--- config.mk ---
export PLATFORM = sky130hd
export DESIGN_NAME = timing_wheel_timer_table
export DESIGN_NICKNAME = d
export VERILOG_FILES = /design/src/design/tw_pkg.sv /design/src/design/tw_mod.sv /design/src/design/tw_cell.sv /design/src/design/timing_wheel_timer_table.sv
export SDC_FILE = /design/constraint.sdc
export NUM_CORES = 2
export LEC_CHECK = 0
export BUFFER_PORTS_ARGS = -buffer_cell sky130_fd_sc_hd__buf_2
export CORE_MARGIN = 5
export CORE_UTILIZATION = 50
export DETAILED_ROUTE_END_ITERATION = 6
export GPL_TIMING_DRIVEN = 0
export PLACE_DENSITY = 0.77
export SLEW_MARGIN = 30
export SYNTH_ARGS = -nofsm -noshare
export SYNTH_HDL_FRONTEND = slang
export SYNTH_SLANG_ARGS = --single-unit
--- constraint.sdc ---
create_clock -name clk -period 9.8 [get_ports clk]
set_clock_uncertainty 0.1 [all_clocks]
set_input_delay 0.98 -clock clk [delete_from_list [all_inputs] [get_ports clk]]
set_output_delay 0.98 -clock clk [all_outputs]
set_load 0.005 [all_outputs]
--- src/design/tw_pkg.sv ---
// Shared types and constants for the timing wheel timer table.
package tw_pkg;

  localparam int ID_W    = 32;
  localparam int DELAY_W = 16;
  localparam int SIZE_W  = 7;
  localparam int KIND_W  = 3;
  localparam int DIV_CNT_W = $clog2(DELAY_W);

  localparam logic [SIZE_W-1:0] SIZE_MAX = 7'd64;
  localparam logic [SIZE_W-1:0] SIZE_MIN = 7'd1;
  localparam logic [SIZE_W-1:0] SIZE_RST = 7'd60;

  localparam logic [1:0] ACT_ADD     = 2'd0;
  localparam logic [1:0] ACT_REFRESH = 2'd1;
  localparam logic [1:0] ACT_CANCEL  = 2'd2;
  localparam logic [1:0] ACT_TICK    = 2'd3;

  localparam logic [KIND_W-1:0] EV_OK        = 3'd0;
  localparam logic [KIND_W-1:0] EV_NOT_FOUND = 3'd1;
  localparam logic [KIND_W-1:0] EV_FULL      = 3'd2;
  localparam logic [KIND_W-1:0] EV_RUN       = 3'd3;
  localparam logic [KIND_W-1:0] EV_CANCELLED = 3'd4;
  localparam logic [KIND_W-1:0] EV_NONE      = 3'd5;

  typedef enum logic [1:0] {
    ST_IDLE,
    ST_MOD,
    ST_WALK
  } state_t;

  typedef struct packed {
    logic tok;
    logic hit;
  } link_t;

  typedef struct packed {
    logic [1:0]        op;
    logic              pass2;
    logic [ID_W-1:0]   id;
    logic [SIZE_W-1:0] per;
  } cmd_t;

  typedef struct packed {
    logic            fire;
    logic            cancelled;
    logic [ID_W-1:0] id;
  } ev_t;

endpackage

--- src/design/tw_mod.sv ---
// Bit-serial restoring modulo of the add delay by the wheel size.
module tw_mod (
  input  logic                         clk,
  input  logic                         rst_n,
  input  logic                         start,
  input  logic [tw_pkg::DELAY_W-1:0]   dividend,
  input  logic [tw_pkg::SIZE_W-1:0]    divisor,
  output logic                         done,
  output logic [tw_pkg::SIZE_W-1:0]    result
);

  logic                          busy_r, busy_nxt;
  logic [tw_pkg::DIV_CNT_W-1:0]  cnt_r, cnt_nxt;
  logic [tw_pkg::DELAY_W-1:0]    dvd_r, dvd_nxt;
  logic [tw_pkg::SIZE_W-1:0]     dvs_r, dvs_nxt;
  logic [tw_pkg::SIZE_W-1:0]     part_r, part_nxt;
  logic [tw_pkg::SIZE_W:0]       sh;
  logic [tw_pkg::SIZE_W:0]       diff;
  logic                          ge;
  logic [tw_pkg::SIZE_W-1:0]     part_step;

  assign sh        = {part_r, dvd_r[tw_pkg::DELAY_W-1]};
  assign ge        = sh >= {1'b0, dvs_r};
  assign diff      = sh - {1'b0, dvs_r};
  assign part_step = ge ? diff[tw_pkg::SIZE_W-1:0] : sh[tw_pkg::SIZE_W-1:0];

  assign done   = busy_r && (cnt_r == {tw_pkg::DIV_CNT_W{1'b1}});
  assign result = part_step;

  always_comb begin
    busy_nxt = busy_r;
    cnt_nxt  = cnt_r;
    dvd_nxt  = dvd_r;
    dvs_nxt  = dvs_r;
    part_nxt = part_r;
    if (start) begin
      busy_nxt = 1'b1;
      cnt_nxt  = '0;
      dvd_nxt  = dividend;
      dvs_nxt  = divisor;
      part_nxt = '0;
    end else if (busy_r) begin
      part_nxt = part_step;
      dvd_nxt  = {dvd_r[tw_pkg::DELAY_W-2:0], 1'b0};
      cnt_nxt  = cnt_r + 1'b1;
      if (done) begin
        busy_nxt = 1'b0;
      end
    end
  end

  always_ff @(posedge clk) begin
    if (!rst_n) begin
      busy_r <= 1'b0;
      cnt_r  <= '0;
    end else begin
      busy_r <= busy_nxt;
      cnt_r  <= cnt_nxt;
    end
    dvd_r  <= dvd_nxt;
    dvs_r  <= dvs_nxt;
    part_r <= part_nxt;
  end

endmodule

--- src/design/tw_cell.sv ---
// One timer slot of the chain; acts when the walking token is in it.
module tw_cell (
  input  logic          clk,
  input  logic          rst_n,
  input  logic          step,
  input  tw_pkg::cmd_t  cmd,
  input  tw_pkg::link_t link_in,
  output tw_pkg::link_t link_out,
  output tw_pkg::ev_t   ev
);

  logic                       tok_r, hit_r;
  logic                       valid_r, valid_nxt;
  logic [tw_pkg::ID_W-1:0]    key_r, key_nxt;
  logic [tw_pkg::SIZE_W-1:0]  per_r, per_nxt;
  logic [tw_pkg::SIZE_W-1:0]  rem_r, rem_nxt;
  logic                       canc_r, canc_nxt;
  logic                       act;
  logic                       match;
  logic                       claim;
  logic                       took;
  logic [tw_pkg::SIZE_W-1:0]  dec;
  logic                       expire;

  assign act    = step && tok_r;
  assign match  = valid_r && (key_r == cmd.id);
  assign claim  = !hit_r && !valid_r;
  assign dec    = (rem_r != '0) ? rem_r - 1'b1 : rem_r;
  assign expire = valid_r && (dec == '0);

  always_comb begin
    valid_nxt = valid_r;
    key_nxt   = key_r;
    per_nxt   = per_r;
    rem_nxt   = rem_r;
    canc_nxt  = canc_r;
    took      = 1'b0;
    ev        = '0;
    case (cmd.op)
      tw_pkg::ACT_ADD: begin
        took = cmd.pass2 ? claim : match;
        if (act && took) begin
          valid_nxt = 1'b1;
          key_nxt   = cmd.id;
          per_nxt   = cmd.per;
          rem_nxt   = cmd.per;
          canc_nxt  = 1'b0;
        end
      end
      tw_pkg::ACT_REFRESH: begin
        took = match;
        if (act && took) begin
          rem_nxt = per_r;
        end
      end
      tw_pkg::ACT_CANCEL: begin
        took = match;
        if (act && took) begin
          canc_nxt = 1'b1;
        end
      end
      tw_pkg::ACT_TICK: begin
        if (act && valid_r) begin
          rem_nxt = dec;
          if (expire) begin
            valid_nxt    = 1'b0;
            ev.fire      = 1'b1;
            ev.cancelled = canc_r;
            ev.id        = key_r;
          end
        end
      end
      default: begin
        took = 1'b0;
      end
    endcase
  end

  assign link_out.tok = tok_r;
  assign link_out.hit = hit_r | took;

  always_ff @(posedge clk) begin
    if (!rst_n) begin
      tok_r   <= 1'b0;
      hit_r   <= 1'b0;
      valid_r <= 1'b0;
    end else begin
      if (step) begin
        tok_r <= link_in.tok;
        hit_r <= link_in.hit;
      end
      valid_r <= valid_nxt;
    end
    key_r  <= key_nxt;
    per_r  <= per_nxt;
    rem_r  <= rem_nxt;
    canc_r <= canc_nxt;
  end

endmodule

--- src/design/timing_wheel_timer_table.sv ---
// Top level of the timing wheel timer table: controller, modulo unit and slot chain.
//
//  channel | direction | ports
//  in      | input     | in_valid, in_ready, in_action, in_timer_id, in_delay_ticks
//  out     | output    | out_valid, out_ready, out_event_kind, out_event_id, out_last
//  cfg     | input     | cfg_we, cfg_wdata
//
// One item at a time. A token walks the slot chain one cell per cycle when the
// output is free. Add first runs the delay modulo, then one pass, and a second
// pass to claim a free slot when the id is new. Output backpressure freezes the
// walk. Reset (rst_n, synchronous) clears all slots and sets the wheel size to 60.
module timing_wheel_timer_table #(
  parameter int MAX_TIMERS = 16
) (
  input  logic                        clk,
  input  logic                        rst_n,
  input  logic                        in_valid,
  output logic                        in_ready,
  input  logic [1:0]                  in_action,
  input  logic [tw_pkg::ID_W-1:0]     in_timer_id,
  input  logic [tw_pkg::DELAY_W-1:0]  in_delay_ticks,
  output logic                        out_valid,
  input  logic                        out_ready,
  output logic [tw_pkg::KIND_W-1:0]   out_event_kind,
  output logic [tw_pkg::ID_W-1:0]     out_event_id,
  output logic                        out_last,
  input  logic                        cfg_we,
  input  logic [tw_pkg::SIZE_W-1:0]   cfg_wdata
);

  tw_pkg::state_t state_r, state_nxt;
  tw_pkg::cmd_t   cmd_r, cmd_nxt;
  tw_pkg::link_t  link [MAX_TIMERS+1];
  tw_pkg::ev_t    cell_ev [MAX_TIMERS];
  tw_pkg::ev_t    ev_any;

  logic [tw_pkg::SIZE_W-1:0]  size_r;
  logic [tw_pkg::SIZE_W-1:0]  eff_size;
  logic [tw_pkg::SIZE_W-1:0]  div_r, div_nxt;
  logic                       inject_r, inject_nxt;
  logic                       exit_tok_r, exit_hit_r;
  logic                       pend_v_r, pend_v_nxt;
  logic [tw_pkg::KIND_W-1:0]  pend_kind_r, pend_kind_nxt;
  logic [tw_pkg::ID_W-1:0]    pend_id_r, pend_id_nxt;
  logic                       out_valid_r, out_valid_nxt;
  logic [tw_pkg::KIND_W-1:0]  out_kind_r, out_kind_nxt;
  logic [tw_pkg::ID_W-1:0]    out_id_r, out_id_nxt;
  logic                       out_last_r, out_last_nxt;
  logic                       out_free;
  logic                       step;
  logic                       mod_start;
  logic                       mod_done;
  logic [tw_pkg::SIZE_W-1:0]  mod_res;

  assign eff_size = (size_r == '0) ? tw_pkg::SIZE_MIN :
                    (size_r > tw_pkg::SIZE_MAX) ? tw_pkg::SIZE_MAX : size_r;

  assign out_free = !out_valid_r || out_ready;
  assign step     = (state_r == tw_pkg::ST_WALK) && out_free;
  assign in_ready = (state_r == tw_pkg::ST_IDLE);

  assign out_valid      = out_valid_r;
  assign out_event_kind = out_kind_r;
  assign out_event_id   = out_id_r;
  assign out_last       = out_last_r;

  assign link[0].tok = step && inject_r;
  assign link[0].hit = 1'b0;

  for (genvar g = 0; g < MAX_TIMERS; g++) begin : g_cell
    tw_cell u_cell (
      .clk      (clk),
      .rst_n    (rst_n),
      .step     (step),
      .cmd      (cmd_r),
      .link_in  (link[g]),
      .link_out (link[g+1]),
      .ev       (cell_ev[g])
    );
  end

  always_comb begin
    ev_any = '0;
    for (int i = 0; i < MAX_TIMERS; i++) begin
      ev_any = ev_any | cell_ev[i];
    end
  end

  tw_mod u_mod (
    .clk      (clk),
    .rst_n    (rst_n),
    .start    (mod_start),
    .dividend (in_delay_ticks),
    .divisor  (eff_size),
    .done     (mod_done),
    .result   (mod_res)
  );

  always_comb begin
    state_nxt     = state_r;
    cmd_nxt       = cmd_r;
    div_nxt       = div_r;
    inject_nxt    = inject_r;
    pend_v_nxt    = pend_v_r;
    pend_kind_nxt = pend_kind_r;
    pend_id_nxt   = pend_id_r;
    out_valid_nxt = out_valid_r && !out_ready;
    out_kind_nxt  = out_kind_r;
    out_id_nxt    = out_id_r;
    out_last_nxt  = out_last_r;
    mod_start     = 1'b0;
    case (state_r)
      tw_pkg::ST_IDLE: begin
        if (in_valid) begin
          cmd_nxt.op    = in_action;
          cmd_nxt.id    = in_timer_id;
          cmd_nxt.pass2 = 1'b0;
          div_nxt       = eff_size;
          pend_v_nxt    = 1'b0;
          if (in_action == tw_pkg::ACT_ADD) begin
            state_nxt = tw_pkg::ST_MOD;
            mod_start = 1'b1;
          end else begin
            state_nxt  = tw_pkg::ST_WALK;
            inject_nxt = 1'b1;
          end
        end
      end
      tw_pkg::ST_MOD: begin
        if (mod_done) begin
          cmd_nxt.per = (mod_res == '0) ? div_r : mod_res;
          state_nxt   = tw_pkg::ST_WALK;
          inject_nxt  = 1'b1;
        end
      end
      tw_pkg::ST_WALK: begin
        if (step) begin
          inject_nxt = 1'b0;
          if (ev_any.fire) begin
            if (pend_v_r) begin
              out_valid_nxt = 1'b1;
              out_kind_nxt  = pend_kind_r;
              out_id_nxt    = pend_id_r;
              out_last_nxt  = 1'b0;
            end
            pend_v_nxt    = 1'b1;
            pend_kind_nxt = ev_any.cancelled ? tw_pkg::EV_CANCELLED : tw_pkg::EV_RUN;
            pend_id_nxt   = ev_any.id;
          end
          if (exit_tok_r) begin
            out_last_nxt = 1'b1;
            out_id_nxt   = cmd_r.id;
            state_nxt    = tw_pkg::ST_IDLE;
            case (cmd_r.op)
              tw_pkg::ACT_TICK: begin
                out_valid_nxt = 1'b1;
                pend_v_nxt    = 1'b0;
                out_kind_nxt  = pend_v_r ? pend_kind_r : tw_pkg::EV_NONE;
                out_id_nxt    = pend_v_r ? pend_id_r : '0;
              end
              tw_pkg::ACT_ADD: begin
                if (!exit_hit_r && !cmd_r.pass2) begin
                  cmd_nxt.pass2 = 1'b1;
                  inject_nxt    = 1'b1;
                  state_nxt     = tw_pkg::ST_WALK;
                end else begin
                  out_valid_nxt = 1'b1;
                  out_kind_nxt  = exit_hit_r ? tw_pkg::EV_OK : tw_pkg::EV_FULL;
                end
              end
              default: begin
                out_valid_nxt = 1'b1;
                out_kind_nxt  = exit_hit_r ? tw_pkg::EV_OK : tw_pkg::EV_NOT_FOUND;
              end
            endcase
          end
        end
      end
      default: begin
        state_nxt = tw_pkg::ST_IDLE;
      end
    endcase
  end

  always_ff @(posedge clk) begin
    if (!rst_n) begin
      state_r     <= tw_pkg::ST_IDLE;
      size_r      <= tw_pkg::SIZE_RST;
      inject_r    <= 1'b0;
      exit_tok_r  <= 1'b0;
      exit_hit_r  <= 1'b0;
      pend_v_r    <= 1'b0;
      out_valid_r <= 1'b0;
    end else begin
      state_r     <= state_nxt;
      inject_r    <= inject_nxt;
      pend_v_r    <= pend_v_nxt;
      out_valid_r <= out_valid_nxt;
      if (cfg_we) begin
        size_r <= cfg_wdata;
      end
      if (step) begin
        exit_tok_r <= link[MAX_TIMERS].tok;
        exit_hit_r <= link[MAX_TIMERS].hit;
      end
    end
    cmd_r       <= cmd_nxt;
    div_r       <= div_nxt;
    pend_kind_r <= pend_kind_nxt;
    pend_id_r   <= pend_id_nxt;
    out_kind_r  <= out_kind_nxt;
    out_id_r    <= out_id_nxt;
    out_last_r  <= out_last_nxt;
  end

endmodule

### Word level (Yosys, flattened, before mapping)

Cells that the tools add are included.

| word-level totals | value |
|---|---|
| register bits after elaboration | 968 |
| logic and storage cells | 900 |
| output and inout port bits | 38 |
| input bits | 62 |

| operators by class | value |
|---|---|
| bitwise gates (word level) | 31 |
| $add $sub $neg | 18 |
| mux-type cells | 335 |
| order comparisons | 2 |
| reductions and logical operators | 272 |
| equality and inequality tests | 109 |

Operator list:

| kind | count |
|---|---|
| two-way mux 34 bit | 48 |
| == test 32 bit | 16 |
| OR 34 bit | 15 |
| two-way mux 7 bit | 68 |
| case mux 7 bit (3 select lines) | 16 |
| inequality test 2 x 1 -> 1 bit (second input constant) | 83 |
| two-way mux 32 bit | 5 |
| AND reduction 4 bit | 34 |
| two-way mux 1 bit | 128 |
| logical NOT 7 bit | 18 |
| logical AND 1 bit | 116 |
| nonzero test 7 bit | 16 |
| subtractor 7 x 1 -> 7 bit (second input constant) | 16 |
| case mux 1 bit (2 select lines) | 50 |
| AND reduction 3 bit | 18 |
| AND reduction 2 bit | 19 |
| logical NOT 1 bit | 35 |
| two-way mux 33 bit | 1 |
| two-way mux 16 bit | 2 |
| two-way mux 3 bit | 6 |
| two-way mux 2 bit | 8 |
| OR 1 bit | 15 |
| nonzero test 2 bit | 6 |
| >= comparator 8 x 7 -> 1 bit | 1 |
| 17 further kinds | 27 |

### Longest topological paths before layout

| logic depth | value |
|---|---|
| depth in word-level cells | 28 |
| mapped depth | 14 |
| gate-level depth less buffers | 11 |

### Modules after synthesis

From an unflattened synthesis, not the netlist that was laid out.

| second synthesis, totals | value |
|---|---|
| cell total of the unflattened synthesis | 4231 |
| area total of the unflattened synthesis | 51062.7 sq um |

Modules (own cells, without submodules):

| module | times used | cells an instance | area an instance (sq um) | sequential area each (sq um) |
|---|---|---|---|---|
| tw_cell at g_cell[0].u_cell ... | 8 | 221 | 2676.3 | 1471.4 |
| tw_cell at g_cell[3].u_cell ... | 6 | 231 | 2731.4 | 1471.4 |
| timing_wheel_timer_table | 1 | 453 | 5944.5 | 3853.7 |
| tw_cell at g_cell[2].u_cell | 1 | 228 | 2702.6 | 1471.4 |
| tw_cell at g_cell[9].u_cell | 1 | 225 | 2685.1 | 1471.4 |
| tw_mod | 1 | 171 | 1931.9 | 930.9 |

### Worst setup path before layout

Ideal clock, no wire load.

| timing path | value |
|---|---|
| path kind | register to register |
| start | register cmd_r[18] in the netlist's numbering |
| end | register g_cell[14].u_cell.key_r[0] in the netlist's numbering (enable) |
| path slack | 2.888 ns |
| data arrival time | 6.262 ns |
| period minus slack after synthesis | 6.912 ns |
| cell stages (with the launch flop) | 9 |
| buffers on the path | 2 |
| required time | 9.150 ns |
| setup time | 0.550 ns |
| path through | edfxtp_1 > buf_2 > buf_1 > xor2_1 > nor4_1 > nand4_1 > nor3_1 > a21oi_1 > nor4b_1 |

| on the way | value |
|---|---|
| longest elaborated chain between the ends | 5 |

Ends and longest elaborated chain:

| item | RTL line | RTL |
|---|---|---|
| start: declaration | timing_wheel_timer_table.sv:32 | `tw_pkg::cmd_t cmd_r, cmd_nxt;` |
| start signal: assignment | timing_wheel_timer_table.sv:207 | `cmd_r <= cmd_nxt;` |
| == test 32 bit | tw_cell.sv:26 | `assign match = valid_r && (key_r == cmd.id);` |
| logical AND 1 bit | tw_cell.sv:26 |  |
| two-way mux 1 bit | tw_cell.sv:41 | `took = cmd.pass2 ? claim : match;` |
| logical AND 1 bit | tw_cell.sv:42 | `if (act && took) begin` |
| AND reduction 2 bit (no line) | n/a |  |
| end signal: assignment | tw_cell.sv:94 | `key_r <= key_nxt;` |
| end: declaration | tw_cell.sv:14 | `logic [tw_pkg::ID_W-1:0] key_r, key_nxt;` |

No other way between the ends.
A chain may end at the register's enable or synchronous reset.

### Final worst setup path

| timing path | value |
|---|---|
| start | register cmd_r[28] in the netlist's numbering |
| end | register g_cell[6].u_cell.key_r[29] in the netlist's numbering (enable) |

| on the way | value |
|---|---|
| longest elaborated chain between the ends | 5 |

Ends and longest elaborated chain:

| item | RTL line |
|---|---|
| == test 32 bit | tw_cell.sv:26 |
| logical AND 1 bit | tw_cell.sv:26 |
| two-way mux 1 bit | tw_cell.sv:41 |
| logical AND 1 bit | tw_cell.sv:42 |
| AND reduction 2 bit (no line) | n/a |
| end signal: assignment | tw_cell.sv:94 |
| end: declaration | tw_cell.sv:14 |

No other way between the ends.

==> run summary <==
outcome - finished, violations left
violated checks - design-rule violations
drt drc - 2
XOR/XNOR share of the synthesized area - 11.13%
GR Util All Layers - 41.74%
Clock Sinks - 967
number of buffers created by CTS - 102
H-tree Lvls - 3
Max Fanout on Critical Path - 17
Vias/cell - 6.854
pwr dens - 188.0 mW/mm²
CTS Root Buffer Type - clkbuf_16
Post-synth EDFFs - 894
worst path cell trace - clkbuf_1 > buf_2 > xor2_1 > nor4_1 > nand4_1 > nor3_1 > a21oi_1 > nor3_2 > buf_4 > buf_4 > buf_4
routed wire length per instance - 40.27 µm
Leak - 17.75 nW
largest net degree at the start of global routing - 27
Adder-Cell Fraction of Synth Area - 1.269%
final slew viol count - 0
CP Capture Type - flip-flop
simple-gate share of the synthesized area - 10.15%
Mapped Nets - 3721
Post-CTS Setup Bufs - 0
# fillers - 7500
Setup CP Type - reg -> reg
Hold Path Class - in -> reg
mux share of post-synthesis cell area - 0.7488%
grt total ovfl - 0
asr flop ratio synth - 0%
Finish-stage setup viols - 0
compound-gate portion of the synthesized area - 12.41%
count of final hold-check violations - 0
CTS tree - yes
Multi-input gate area - 0.01677 mm²
total power - 9.969 mW
transition time of the tightest slew-check pin - 1.214 ns
first-pass GRT wire length - 281000 µm
Final Worst Setup Slack - 3.600 ns
crit-path most repeated cell - buf_4
share of layout cells above drive strength 1 - 14.42%
Synth Register Bits - 967
slew margin rel. - 18.29%
Post-Syn Area per Cell - 12.72 µm²
post-DP HPWL - 159100 µm
Place WS - 3.996 ns
flip-flop and latch area - 0.02831 mm²
Period Utilization, post-route - 63.26%
Slowest-stage cell, CP - nor3_1
final wirelength - 209900 µm
Primary FF master, synth - edfxtp_1
initial antenna violation count - 8
Post-Synthesis Cells - 3613
row cnt - 111
Max Fclk - 161.3 MHz
Worst Path Required - 10.10 ns
Synth cell types - 89
die width - 313.1 µm
Pre-antenna DRT Iters - 7
Top Ports - 100
largest family of logic cells by synthesized area - compound AO/OA/AOI/OAI gates
cell area after synthesis - 0.04595 mm²
Max IR drop VDD - 0.1530 mV
CP startpoint kind - flip-flop
Die H - 313.1 µm
vias in the first global route - 34000
Die Footprint - 0.09806 mm²
Synthesis Warnings - 0
initial core utilization - 50.28%
Routed Antenna Nets - 0
register area share after synthesis - 61.61%
Port-buffer cells - 97
min Tclk post-route - 6.200 ns
CP peak stage delay - 0.92 ns
Worst-Skew Late Latency - 0.70 ns
RSZ-0062 raised after global routing - no
max-cap check violation count - 0
clk slew on worst S/H paths - 0.06 ns
Final #Nets - 4047
Via Count - 35730
cts hold-fix bufs - 0
CTS Buffer Depth - 3
initial DRC count - 6381
Worst EP arrival - 6.50 ns
post-cts sizing count - 0
RePlAce Congestion - 1.064
P&R area growth vs syn - 15.40%
Core Area - 0.09139 mm²
-- registers in the layout (all words and copies together) (netlist names), 3 cells and up --
signal	count
u_mod.part_r	7
out_event_id	32
pend_id_r	32
g_cell.u_cell.hit_r	15
out_event_kind	3
u_mod.cnt_r	4
u_mod.dvs_r	7
g_cell.u_cell.canc_r	16
div_r	7
g_cell.u_cell.rem_r	112
g_cell.u_cell.per_r	112
g_cell.u_cell.valid_r	16
g_cell.u_cell.key_r	512
g_cell.u_cell.tok_r	16
u_mod.dvd_r	16
size_r	7
cmd_r	42
-- cells in the mapped netlist, types with 8 or more instances --
library cell | instances | area (µm²)
or3_1 | 17 | 106.4
a41oi_1 | 8 | 70.07
a211oi_1 | 18 | 135.1
nor4_1 | 113 | 706.9
a21oi_1 | 188 | 940.9
ha_1 | 45 | 563.0
o31a_1 | 14 | 122.6
nand3b_1 | 9 | 67.56
a22oi_1 | 44 | 330.3
nand2b_1 | 12 | 75.07
xor2_1 | 446 | 3906
or4_1 | 9 | 67.56
o21ai_0 | 155 | 775.7
a31oi_1 | 35 | 219.0
mux2i_1 | 25 | 250.2
nor2_1 | 149 | 559.3
o21a_1 | 25 | 187.7
xnor2_1 | 138 | 1209
nand2_1 | 240 | 900.9
a221oi_1 | 45 | 394.1
buf_1 | 12 | 45.04
a22o_1 | 80 | 700.7
nand3_1 | 65 | 325.3
edfxtp_1 | 894 | 26850
and3_1 | 39 | 244.0
nor2b_1 | 15 | 93.84
buf_2 | 49 | 245.2
o22ai_1 | 9 | 56.30
o31ai_1 | 10 | 75.07
inv_1 | 76 | 285.3
nor3_1 | 71 | 355.3
dfxtp_1 | 73 | 1461
a221o_1 | 30 | 300.3
clkbuf_1 | 152 | 570.6
a222oi_1 | 76 | 760.7
nand4_1 | 58 | 362.9
and2_1 | 15 | 93.84
nor3b_1 | 9 | 67.56
-- cells in the final DEF, fill, tap and decap left out, types with 103 or more instances in the layout --
cell / Yosys / layout
clkbuf_1: 152 / 132
xnor2_1: 138 / 136
a21oi_1: 188 / 187
buf_2: 49 / 171
nor2_1: 149 / 145
nand2_1: 240 / 240
o21ai_0: 155 / 155
edfxtp_1: 894 / 894
clkbuf_16: 0 / 103
xor2_1: 446 / 443
-- per-layer routing --
| layer | global-route usage, % | wire length, µm | up-vias |
|---|---|---|---|
| met1 | 50.76 | 71710 | 17570 |
| li1 | - | - | 14510 |
| met4 | 33.82 | 22840 | 8 |
| met3 | 10.81 | 24760 | 786 |
| met2 | 62.96 | 90520 | 2854 |
| met5 | 0 | 55 | - |
-- cell type report --
cell class	count	share of cell area [%]
Inverter	80	0.5711
Multi-Input combinational cell	2345	31.63
Clock inverter	69	1.432
Buffer	221	1.836
Sequential cell	967	53.39
Tap cell	1186	2.799
Timing Repair Buffer	222	3.301
Clock buffer	118	5.024
Antenna cell	4	0.01888
-- logic make-up after synthesis --
kind of cell    after synthesis
flops                       967
simple gates                877
compound gates              805
xor+xnor                    584
buf+inv                     301
fa+ha+maj                    46
mux                          33
-- worst paths after layout --
| check | start | end | slack [ns] | depth (start not counted) |
|---|---|---|---|---|
| setup / recovery | cmd_r[28]$_DFFE_PP_ | g_cell[6].u_cell.key_r[29]$_DFFE_PP_ | 3.60 | 11 |
| hold / removal | in_timer_id[14] | cmd_r[21]$_DFFE_PP_ | 0.35 | 1 |
| hold reg to reg | g_cell[6].u_cell.tok_r$_SDFFE_PN0P_ | g_cell[6].u_cell.tok_r$_SDFFE_PN0P_ | 0.37 | 2 |
| setup reg to reg | cmd_r[28]$_DFFE_PP_ | g_cell[6].u_cell.key_r[29]$_DFFE_PP_ | 3.60 | 11 |
-- where the power goes --
group          internal, mW  leakage, nW  switching [mW]  total [mW]
sequential             4.65         8.54           0.139        4.79
clock                  2.34         1.66            1.70        4.04
combinational         0.345         7.55           0.799        1.14
-- stage by stage --
stage | hold WS, ns | setup TNS (ns) | area (µm²) | cells | util [%]
3_5_place_dp | 0.3563 | 0 | 49560 | 5021 | 54.23
3_3_place_gp | 0.3587 | -1067.48 | 47920 | 4896 | 52.43
5_1_grt | 0.3406 | 0 | 53010 | 5208 | 58.01
4_1_cts | 0.3231 | 0 | 52980 | 5208 | 57.98
2_1_floorplan | 0.3323 | 0 | 45950 | 3613 | -
6_report | 0.3488 | 0 | 53020 | 5212 | 58.02
-- worst max-delay path, delay by kind of cell (launching register included) --
family,cells,cell delay [ns]
buffers and inverters,5,1.69
DFF,1,0.84
AOI/OAI and AO/OA,1,0.27
xor gates and xnor gates,1,0.23
and+or+nand+nor,4,2.72
(Power assumes the default switching activity.)
